$ cat config.mk
export PLATFORM = sky130hd
export DESIGN_NAME = double_ended_frame_allocator_unit
export DESIGN_NICKNAME = d
export VERILOG_FILES = /design/src/rtl/core/dfa_pkg.sv /design/src/rtl/core/dfa_ctrl.sv /design/src/rtl/core/dfa_dp.sv /design/src/rtl/core/double_ended_frame_allocator_unit.sv
export VERILOG_INCLUDE_DIRS = /design/src /design/src/rtl/core
export SDC_FILE = /design/constraint.sdc
export NUM_CORES = 2
export LEC_CHECK = 0
export BUFFER_PORTS_ARGS = -buffer_cell sky130_fd_sc_hd__buf_2
export CAP_MARGIN = 20
export CORE_ASPECT_RATIO = 0.8
export CORE_MARGIN = 2
export CORE_UTILIZATION = 42
export DETAILED_ROUTE_END_ITERATION = 10
export PLACE_DENSITY = 0.55
export SYNTH_ARGS = -nofsm -noshare
export SYNTH_HDL_FRONTEND = slang
export SYNTH_HIERARCHICAL = 1
export SYNTH_SLANG_ARGS = --single-unit
$ cat constraint.sdc
create_clock -name i_clk -period 15 [get_ports i_clk]
set_clock_uncertainty 0.1 [all_clocks]
set_input_delay 3 -clock i_clk [delete_from_list [all_inputs] [get_ports i_clk]]
set_output_delay 3 -clock i_clk [all_outputs]
set_load 0.1 [all_outputs]
$ cat src/rtl/core/assert_macros.svh
// Assertion macros shared by the frame allocator modules.
// Each module that uses them must have i_clk and i_rst_n in scope.
`ifndef ASSERT_MACROS_SVH
`define ASSERT_MACROS_SVH

// Check a property on every rising edge, off while reset is held.
`define DFA_ASSERT(lbl, prop, msg) \
    lbl: assert property (@(posedge i_clk) disable iff (!i_rst_n) prop) else $error(msg);

// Check a property on every rising edge, reset included.
`define DFA_ASSERT_ALWAYS(lbl, prop, msg) \
    lbl: assert property (@(posedge i_clk) prop) else $error(msg);

`endif

$ cat src/rtl/core/dfa_pkg.sv
// Shared types and constants of the double-ended frame allocator.
// No dependencies; used by dfa_ctrl, dfa_dp and the top level.
`default_nettype none

package dfa_pkg;

    localparam int unsigned MARKER_DEPTH = 8;
    localparam int unsigned CNT_W  = $clog2(MARKER_DEPTH + 1);
    localparam int unsigned IDX_W  = (MARKER_DEPTH > 1) ? $clog2(MARKER_DEPTH) : 1;
    localparam int unsigned ADDR_W = 32;
    localparam int unsigned PTR_W  = ADDR_W + 1;
    localparam int unsigned SIZE_W = 21;

    localparam logic [ADDR_W-1:0] BASE_RST = 32'd0;
    localparam logic [SIZE_W-1:0] SIZE_RST = 21'd1048576;

    typedef enum logic [1:0] {
        ACT_ALLOC     = 2'd0,
        ACT_MARK_SET  = 2'd1,
        ACT_MARK_FREE = 2'd2,
        ACT_INIT      = 2'd3
    } t_action;

    typedef enum logic [1:0] {
        S_IDLE,
        S_ALIGN,
        S_DECIDE
    } t_state;

    typedef struct packed {
        logic load;
        logic align;
        logic commit;
    } t_dp_cmd;

endpackage

`default_nettype wire

$ cat src/rtl/core/dfa_ctrl.sv
// Controller of the frame allocator: sequences load, align and commit steps
// and owns the output word valid flag. Depends on dfa_pkg and assert_macros.svh.
`default_nettype none

`include "assert_macros.svh"

module dfa_ctrl (
    input  wire              i_clk,
    input  wire              i_rst_n,
    input  wire              i_s_tvalid,
    output logic             o_s_tready,
    output logic             o_m_tvalid,
    input  wire              i_m_tready,
    output dfa_pkg::t_dp_cmd o_cmd
);

    dfa_pkg::t_state r_state, n_state;
    logic            r_out_valid, n_out_valid;
    logic            w_out_free;

    assign w_out_free = !r_out_valid || i_m_tready;
    assign o_m_tvalid = r_out_valid;

    always_ff @(posedge i_clk) begin
        if (!i_rst_n) begin
            r_state     <= dfa_pkg::S_IDLE;
            r_out_valid <= 1'b0;
        end else begin
            r_state     <= n_state;
            r_out_valid <= n_out_valid;
        end
    end

    always_comb begin
        n_state    = r_state;
        o_cmd      = '0;
        o_s_tready = 1'b0;
        unique case (r_state)
            dfa_pkg::S_IDLE: begin
                o_s_tready = 1'b1;
                if (i_s_tvalid) begin
                    o_cmd.load = 1'b1;
                    n_state    = dfa_pkg::S_ALIGN;
                end
            end
            dfa_pkg::S_ALIGN: begin
                o_cmd.align = 1'b1;
                n_state     = dfa_pkg::S_DECIDE;
            end
            dfa_pkg::S_DECIDE: begin
                // hold the result until the output register frees up
                if (w_out_free) begin
                    o_cmd.commit = 1'b1;
                    n_state      = dfa_pkg::S_IDLE;
                end
            end
            default: begin
                n_state = dfa_pkg::S_IDLE;
            end
        endcase
    end

    always_comb begin
        priority if (o_cmd.commit) begin
            n_out_valid = 1'b1;
        end else if (i_m_tready) begin
            n_out_valid = 1'b0;
        end else begin
            n_out_valid = r_out_valid;
        end
    end

    `DFA_ASSERT(a_commit_slot_free, o_cmd.commit |-> (!r_out_valid || i_m_tready), "commit over a pending word")
    `DFA_ASSERT(a_load_then_align, o_cmd.load |=> (r_state == dfa_pkg::S_ALIGN), "load not followed by align")
    `DFA_ASSERT(a_commit_shows_word, o_cmd.commit |=> o_m_tvalid, "committed word not presented")

endmodule

`default_nettype wire

$ cat src/rtl/core/dfa_dp.sv
// Datapath of the frame allocator: pointers, marker stacks, alignment and
// crossing checks, result registers. Depends on dfa_pkg and assert_macros.svh.
`default_nettype none

`include "assert_macros.svh"

module dfa_dp (
    input  wire                          i_clk,
    input  wire                          i_rst_n,
    input  dfa_pkg::t_dp_cmd             i_cmd,
    input  wire [dfa_pkg::ADDR_W-1:0]    i_cfg_base,
    input  wire [dfa_pkg::SIZE_W-1:0]    i_cfg_size,
    input  wire [1:0]                    i_action,
    input  wire                          i_end_select,
    input  wire [dfa_pkg::SIZE_W-1:0]    i_request_size,
    output logic                         o_ok,
    output logic [dfa_pkg::ADDR_W-1:0]   o_address,
    output logic [dfa_pkg::ADDR_W-1:0]   o_clear_start,
    output logic [dfa_pkg::SIZE_W-1:0]   o_clear_length
);

    localparam int unsigned PW = dfa_pkg::PTR_W;
    localparam int unsigned SW = dfa_pkg::SIZE_W;
    localparam int unsigned CW = dfa_pkg::CNT_W;
    localparam int unsigned IW = dfa_pkg::IDX_W;
    localparam int unsigned AW = dfa_pkg::ADDR_W;

    // pointer and stack state
    logic [PW-1:0] r_bot, n_bot, r_top, n_top;
    logic [CW-1:0] r_bot_cnt, n_bot_cnt, r_top_cnt, n_top_cnt;
    logic [PW-1:0] r_bot_mk [dfa_pkg::MARKER_DEPTH];
    logic [PW-1:0] r_top_mk [dfa_pkg::MARKER_DEPTH];

    // latched request
    dfa_pkg::t_action r_act;
    logic             r_end;
    logic [SW-1:0]    r_size;

    // align stage results
    logic [PW-1:0] r_aligned, r_mark;
    logic          r_zero, r_under;

    // result registers
    logic          r_ok, n_ok;
    logic [PW-1:0] r_addr, n_addr, r_cstart, n_cstart;
    logic [SW-1:0] r_clen, n_clen;

    logic [PW-1:0] w_size_ext, w_mask, w_up, w_dn;
    logic [CW-1:0] w_bot_pop, w_top_pop;
    logic [PW:0]   w_end_sum;
    logic          w_bot_room, w_top_room;
    logic          w_push_bot, w_push_top;
    logic [PW-1:0] w_hi, w_lo, w_diff;
    logic [SW-1:0] w_len;

    assign w_size_ext = PW'(r_size);
    assign w_mask     = PW'(r_size - SW'(1));
    assign w_up       = r_bot + w_mask;
    assign w_dn       = r_top - w_size_ext;
    assign w_bot_pop  = r_bot_cnt - CW'(1);
    assign w_top_pop  = r_top_cnt - CW'(1);
    assign w_bot_room = r_bot_cnt < CW'(dfa_pkg::MARKER_DEPTH);
    assign w_top_room = r_top_cnt < CW'(dfa_pkg::MARKER_DEPTH);

    always_ff @(posedge i_clk) begin
        if (i_cmd.load) begin
            r_act  <= dfa_pkg::t_action'(i_action);
            r_end  <= i_end_select;
            r_size <= i_request_size;
        end
        if (i_cmd.align) begin
            r_aligned <= (r_end ? w_dn : w_up) & ~w_mask;
            r_zero    <= (r_size == '0);
            r_under   <= (w_size_ext > r_top);
            r_mark    <= r_end ? r_top_mk[w_top_pop[IW-1:0]] : r_bot_mk[w_bot_pop[IW-1:0]];
        end
    end

    // clear range after a free: bottom clears [marker, pointer), top [pointer, marker)
    assign w_hi   = r_end ? r_mark : r_bot;
    assign w_lo   = r_end ? r_top  : r_mark;
    assign w_diff = w_hi - w_lo;

    always_comb begin
        priority if (w_hi <= w_lo) begin
            w_len = '0;
        end else if (|w_diff[PW-1:SW]) begin
            w_len = '1;
        end else begin
            w_len = w_diff[SW-1:0];
        end
    end

    assign w_end_sum = {1'b0, r_aligned} + (PW+1)'(r_size);

    always_comb begin
        n_bot      = r_bot;
        n_top      = r_top;
        n_bot_cnt  = r_bot_cnt;
        n_top_cnt  = r_top_cnt;
        n_ok       = 1'b0;
        n_addr     = '0;
        n_cstart   = '0;
        n_clen     = '0;
        w_push_bot = 1'b0;
        w_push_top = 1'b0;
        unique case (r_act)
            dfa_pkg::ACT_ALLOC: begin
                if (!r_end) begin
                    if (!r_zero && (w_end_sum <= {1'b0, r_top})) begin
                        n_bot  = w_end_sum[PW-1:0];
                        n_addr = r_aligned;
                        n_ok   = 1'b1;
                    end
                end else if (!r_zero && !r_under && (r_aligned >= r_bot)) begin
                    n_top  = r_aligned;
                    n_addr = r_aligned;
                    n_ok   = 1'b1;
                end
            end
            dfa_pkg::ACT_MARK_SET: begin
                if (!r_end) begin
                    if (w_bot_room) begin
                        w_push_bot = 1'b1;
                        n_bot_cnt  = r_bot_cnt + CW'(1);
                        n_ok       = 1'b1;
                    end
                end else if (w_top_room) begin
                    w_push_top = 1'b1;
                    n_top_cnt  = r_top_cnt + CW'(1);
                    n_ok       = 1'b1;
                end
            end
            dfa_pkg::ACT_MARK_FREE: begin
                if (!r_end) begin
                    if (r_bot_cnt != '0) begin
                        n_bot_cnt = w_bot_pop;
                        n_cstart  = r_mark;
                        n_clen    = w_len;
                        n_bot     = r_mark;
                        n_addr    = r_mark;
                        n_ok      = 1'b1;
                    end
                end else if (r_top_cnt != '0) begin
                    n_top_cnt = w_top_pop;
                    n_cstart  = r_top;
                    n_clen    = w_len;
                    n_top     = r_mark;
                    n_addr    = r_mark;
                    n_ok      = 1'b1;
                end
            end
            dfa_pkg::ACT_INIT: begin
                n_bot = PW'(i_cfg_base);
                n_top = PW'(i_cfg_base) + PW'(i_cfg_size);
                n_ok  = 1'b1;
            end
            default: begin
                n_ok = 1'b0;
            end
        endcase
    end

    always_ff @(posedge i_clk) begin
        if (!i_rst_n) begin
            r_bot     <= PW'(dfa_pkg::BASE_RST);
            r_top     <= PW'(dfa_pkg::BASE_RST) + PW'(dfa_pkg::SIZE_RST);
            r_bot_cnt <= '0;
            r_top_cnt <= '0;
        end else if (i_cmd.commit) begin
            r_bot     <= n_bot;
            r_top     <= n_top;
            r_bot_cnt <= n_bot_cnt;
            r_top_cnt <= n_top_cnt;
        end
    end

    always_ff @(posedge i_clk) begin
        if (i_cmd.commit) begin
            r_ok     <= n_ok;
            r_addr   <= n_addr;
            r_cstart <= n_cstart;
            r_clen   <= n_clen;
            if (w_push_bot) begin
                r_bot_mk[r_bot_cnt[IW-1:0]] <= r_bot;
            end
            if (w_push_top) begin
                r_top_mk[r_top_cnt[IW-1:0]] <= r_top;
            end
        end
    end

    assign o_ok           = r_ok;
    assign o_address      = r_addr[AW-1:0];
    assign o_clear_start  = r_cstart[AW-1:0];
    assign o_clear_length = r_clen;

    `DFA_ASSERT(a_bot_cnt_bound, r_bot_cnt <= CW'(dfa_pkg::MARKER_DEPTH), "bottom stack overrun")
    `DFA_ASSERT(a_top_cnt_bound, r_top_cnt <= CW'(dfa_pkg::MARKER_DEPTH), "top stack overrun")

endmodule

`default_nettype wire

$ cat src/rtl/core/double_ended_frame_allocator_unit.sv
// Double-ended frame allocator: one pool served from a bottom end growing up
// and a top end growing down, each with its own marker stack.
// Slave stream: one request word per handshake; tdata carries request_size,
// tuser carries action (allocate, set marker, free marker, init) and end.
// Master stream: one result word per request; tuser is the ok flag, tdata
// holds address, clear_start and clear_length.
// Timing: a request steps through capture, align (pointer round-up or
// round-down and marker stack read), decide and commit. The result word is
// valid the cycle after commit; the next request is taken while it waits.
// A new request is taken only after the previous one commits, set by the
// controller's three-step sequence around the single pointer update path.
// Receiver stall: a result not yet taken holds in the output register; a
// following request runs up to the commit step and waits there.
// Reset: pointers go to 0 and 1048576, marker counts to zero, pool_base and
// pool_size to 0 and 1048576. Register writes (APB, base at 0x0, size at
// 0x4) take effect at the next init request.
// Depends on dfa_pkg, dfa_ctrl and dfa_dp.
`default_nettype none

module double_ended_frame_allocator_unit (
    input  wire         i_clk,
    input  wire         i_rst_n,
    // request stream
    input  wire         i_s_tvalid,
    output logic        o_s_tready,
    input  wire  [23:0] i_s_tdata,   // [20:0] request_size, [23:21] zero
    input  wire  [2:0]  i_s_tuser,   // [1:0] action, [2] end_select
    // result stream
    output logic        o_m_tvalid,
    input  wire         i_m_tready,
    output logic [87:0] o_m_tdata,   // [31:0] address, [63:32] clear_start,
                                     // [84:64] clear_length, [87:85] zero
    output logic        o_m_tuser,   // [0] ok
    // configuration port
    input  wire         psel,
    input  wire         penable,
    input  wire         pwrite,
    input  wire  [2:0]  paddr,
    input  wire  [31:0] pwdata,
    output logic [31:0] prdata,
    output logic        pready
);

    localparam logic REG_POOL_BASE = 1'b0;
    localparam logic REG_POOL_SIZE = 1'b1;

    logic [dfa_pkg::ADDR_W-1:0] r_pool_base;
    logic [dfa_pkg::SIZE_W-1:0] r_pool_size;
    logic                       w_cfg_wr;
    dfa_pkg::t_dp_cmd           w_cmd;

    logic                       w_ok;
    logic [dfa_pkg::ADDR_W-1:0] w_address;
    logic [dfa_pkg::ADDR_W-1:0] w_clear_start;
    logic [dfa_pkg::SIZE_W-1:0] w_clear_length;

    // register file: no wait states
    assign pready   = 1'b1;
    assign w_cfg_wr = psel && penable && pwrite && pready;

    always_ff @(posedge i_clk) begin
        if (!i_rst_n) begin
            r_pool_base <= dfa_pkg::BASE_RST;
            r_pool_size <= dfa_pkg::SIZE_RST;
        end else if (w_cfg_wr) begin
            unique case (paddr[2])
                REG_POOL_BASE: r_pool_base <= pwdata;
                REG_POOL_SIZE: r_pool_size <= pwdata[dfa_pkg::SIZE_W-1:0];
                default:       r_pool_base <= r_pool_base;
            endcase
        end
    end

    always_comb begin
        unique case (paddr[2])
            REG_POOL_BASE: prdata = r_pool_base;
            REG_POOL_SIZE: prdata = 32'(r_pool_size);
            default:       prdata = '0;
        endcase
    end

    dfa_ctrl u_ctrl (
        .i_clk      (i_clk),
        .i_rst_n    (i_rst_n),
        .i_s_tvalid (i_s_tvalid),
        .o_s_tready (o_s_tready),
        .o_m_tvalid (o_m_tvalid),
        .i_m_tready (i_m_tready),
        .o_cmd      (w_cmd)
    );

    dfa_dp u_dp (
        .i_clk          (i_clk),
        .i_rst_n        (i_rst_n),
        .i_cmd          (w_cmd),
        .i_cfg_base     (r_pool_base),
        .i_cfg_size     (r_pool_size),
        .i_action       (i_s_tuser[1:0]),
        .i_end_select   (i_s_tuser[2]),
        .i_request_size (i_s_tdata[dfa_pkg::SIZE_W-1:0]),
        .o_ok           (w_ok),
        .o_address      (w_address),
        .o_clear_start  (w_clear_start),
        .o_clear_length (w_clear_length)
    );

    // pack the result word, lowest field first
    assign o_m_tdata = {3'b000, w_clear_length, w_clear_start, w_address};
    assign o_m_tuser = w_ok;

endmodule

`default_nettype wire
==> flow_metrics.tcl <==
set metrics [dict create \
    status "finished, final reports clean" \
    drc 0 \
    htreeDepth 3 \
    dr.pass1.iters 6 \
    cp.required_ns 11.90 \
    worstRegToRegCells 21 \
    cp_common_cell "buf_2" \
    layout.nets 3915 \
    critical_path.startpoint_type "primary input" \
    avgRoutedWirePerCell_um 27.1 \
    syn-instance-count 3479 \
    grt_use_total 0.256 \
    worstSetupEndpointType "output port" \
    hold_buffers 0 \
    cts_tree "yes" \
    hold_end "u_dp/r_top[6]$_SDFFE_PN0P_" \
    routed_wl_um 137000 \
    grt_start_max_net_pins 92 \
    critPathSlowestCell "buf_2" \
    synth_edf_count 706 \
    worst_pin_slew_ns 1.17 \
    cts_sinks 836 \
    fmax_mhz 135 \
    synth_area_per_cell_um2 12.4 \
    fillCellCount 9244 \
    arrival_ns 4.30 \
    fin_crit_sh 0.493 \
    io_pins 193 \
    num_vias 30084 \
    coreArea_um2 102000 \
    layout_min_cycle_time_ns 7.40 \
    area_growth_pct 12.5 \
    leakage_nw 17.7 \
    power_density_nw_per_um2 108 \
    critPathTopFamily "buffers and inverters" \
    ctsLongestPathBuffers 3 \
    grt.overflow.total 0 \
    cts_buffers 86 \
    crit_path_max_fanout 34 \
    hold_path_startpoint "u_dp/r_top[6]$_SDFFE_PN0P_" \
    rsz0062_at_grt "no" \
    tns_ns 0 \
    hold_path_depth 2 \
    drive_above_1_share 0.156 \
    die_w_um 363 \
    reg2reg_setup_slack_ns 8.54 \
    start_util 0.423 \
    clk-insertion-delay-late_ns 0.69 \
    path_buf_inv 2 \
    synth-seq-cells 836 \
    post_cts_resize_count 0 \
    slew_headroom 0.216 \
    drv_cap 0 \
    cts-root-buf "clkbuf_16" \
    port-buffer-count 183 \
    synth_warnings 6 \
    slew_violations 0 \
    max_stage_delay_ns 0.56 \
    row_count 105 \
    vdd_drop_max_mv 0.0883 \
    antenna_left 0 \
    via_per_inst 5.96 \
    setup_violations 0 \
    yosysSeqAreaShare 0.551 \
    drt_iter0_markers 3538 \
    clk_pin_slew_ns 0.06 \
    globalplace.congestion 0.947 \
    antenna_found_initial 3 \
    dp_hpwl_um 95700 \
    total_power_mw 5.27 \
    syn_area_um2 43200 \
    grt_pass1_vias 28508 \
    finalHoldViolations 0 \
    r2r-start "u_dp/r_aligned[0]$_DFFE_PP_" \
    async_flop_share 0 \
    grt_pass1_wl_um 198000 \
    cts_setup_buffers 0 \
    ys.flop_type "edfxtp_1" \
    yosysUniqueCellTypes 79 \
    dieArea_um2 105000 \
    hold_class "flop to flop" \
    r2r_end "u_dp/r_addr[10]$_DFFE_PP_" \
    crit_chain "buf_2, mux2_2, buf_2" \
    die_y_um 291 \
    critPathKind "primary input to output port" \
]
[final cells by class]
cell class	count	area, um^2	area share
diodes	1	2.50	0.0000515
multi-input cells	2329	18300	0.377
clock buffers	111	2360	0.0485
flip-flops and latches	836	23800	0.490
well taps	1337	1670	0.0344
clock inverters	45	440	0.00906
repair buffers	248	1440	0.0295
inverters	141	529	0.0109
[registers in the layout, summed over array words and instances, names as in the netlist]
register and flops:
r_pool_size 21, u_dp/o_clear_length 21, u_ctrl/o_m_tvalid 1, u_dp/r_top 33, u_dp/r_under 1, u_dp/r_top_cnt 4
u_dp/r_top_mk 264, u_dp/r_end 1, u_dp/r_bot 33, u_dp/r_mark 33, u_dp/r_bot_cnt 4, u_dp/r_addr 32
u_dp/r_bot_mk 264, u_dp/r_zero 1, u_dp/r_size 21, u_dp/o_ok 1, u_dp/r_aligned 33, u_dp/r_act 2
u_dp/r_cstart 32, r_pool_base 32, u_ctrl/r_state 2
[stage by stage]
stage | setup WS [ns] | cell area [um^2] | util | hold WS (ns) | std cells
6_report | 7.60 | 48600 | 0.475 | 0.367 | 5048
5_1_grt | 7.50 | 48600 | 0.475 | 0.386 | 5047
4_1_cts | 7.59 | 48600 | 0.475 | 0.361 | 5046
3_5_place_dp | 7.60 | 45800 | 0.448 | 0.353 | 4890
3_3_place_gp | 7.60 | 45800 | 0.448 | 0.340 | 4889
2_1_floorplan | 7.25 | 43200 | - | 0.342 | 3481
[Yosys cell counts, drive strengths merged, types with 10 or more instances]
master	n	share of area
a211o	17	0.0034
a211oi	78	0.014
a21boi	10	0.0017
a21o	68	0.012
a21oi	253	0.029
a22o	48	0.0097
a22oi	18	0.0031
a31oi	18	0.0026
and2	15	0.0022
and3	26	0.0038
buf	47	0.0063
clkbuf	128	0.011
dfxtp	130	0.060
edfxtp	706	0.49
ha	199	0.058
inv	140	0.012
mux2	26	0.0068
mux2i	159	0.037
mux4	132	0.069
nand2	281	0.024
nand2b	24	0.0035
nand3	57	0.0066
nand4	48	0.0070
nor2	200	0.017
nor2b	80	0.012
nor3	47	0.0054
nor4	13	0.0022
o2111ai	10	0.0020
o211ai	26	0.0045
o21a	27	0.0047
o21ai	128	0.015
o21bai	20	0.0035
o22ai	11	0.0016
o31ai	26	0.0045
or3	13	0.0019
xnor2	108	0.022
xor2	32	0.0065
[tightest hold or removal path, stage by stage, from the launching register on]
cell	delay, ns
dfxtp_1	0.31
nand2_1	0.05
a21oi_1	0.05
[routing by layer]
layer / wire length [um] / global-route usage
met1: 62000 / 0.381
met2: 60800 / 0.389
met3: 11100 / 0.0474
met4: 2830 / 0.0536
met5: 0 / 0
[layout by cell type (no fill, tap or decap), types with 18 or more instances in the layout]
cell type  count
a211oi_1      78
a21o_1        68
a21oi_1      253
a22o_1        48
a22oi_1       18
and3_1        26
buf_2        182
buf_4         63
clkbuf_16     88
dfxtp_1      128
edfxtp_1     706
ha_1         197
inv_1        139
mux2_2        26
mux2i_1      159
mux4_2       132
nand2_1      281
nand2b_1      24
nand3_1       57
nand4_1       48
nor2_1       187
nor2b_1       79
nor3_1        40
o211ai_1      26
o21a_1        27
o21ai_0      124
o21bai_1      20
o31ai_1       26
xnor2_1      108
xor2_1        30
[how the worst max path moves through the flow]
stage,start,endpoint,slack (ns),depth (start not counted)
2_1_floorplan,paddr[2],prdata[21],7.25,3
4_1_cts,paddr[2],prdata[16],7.59,3
6_report,paddr[2],prdata[17],7.60,3
3_3_place_gp,paddr[2],prdata[17],7.60,3
5_1_grt,paddr[2],prdata[19],7.50,3
3_5_place_dp,paddr[2],prdata[16],7.60,3
[cells by family after synthesis]
family | Yosys count | synth area share
flops | 836 | 0.551
xor+xnor | 140 | 0.0284
buf+inv | 316 | 0.0296
other cells | 2 | 0.000174
mux | 317 | 0.112
compound gates | 830 | 0.126
fa+ha+maj | 204 | 0.0600
simple gates | 834 | 0.0917
[report_power, final]
part           switching (mW)  internal (mW)
Clock                   0.945           1.21
Sequential             0.0515           2.53
Combinational           0.356          0.187
(Power assumes the default switching activity.)
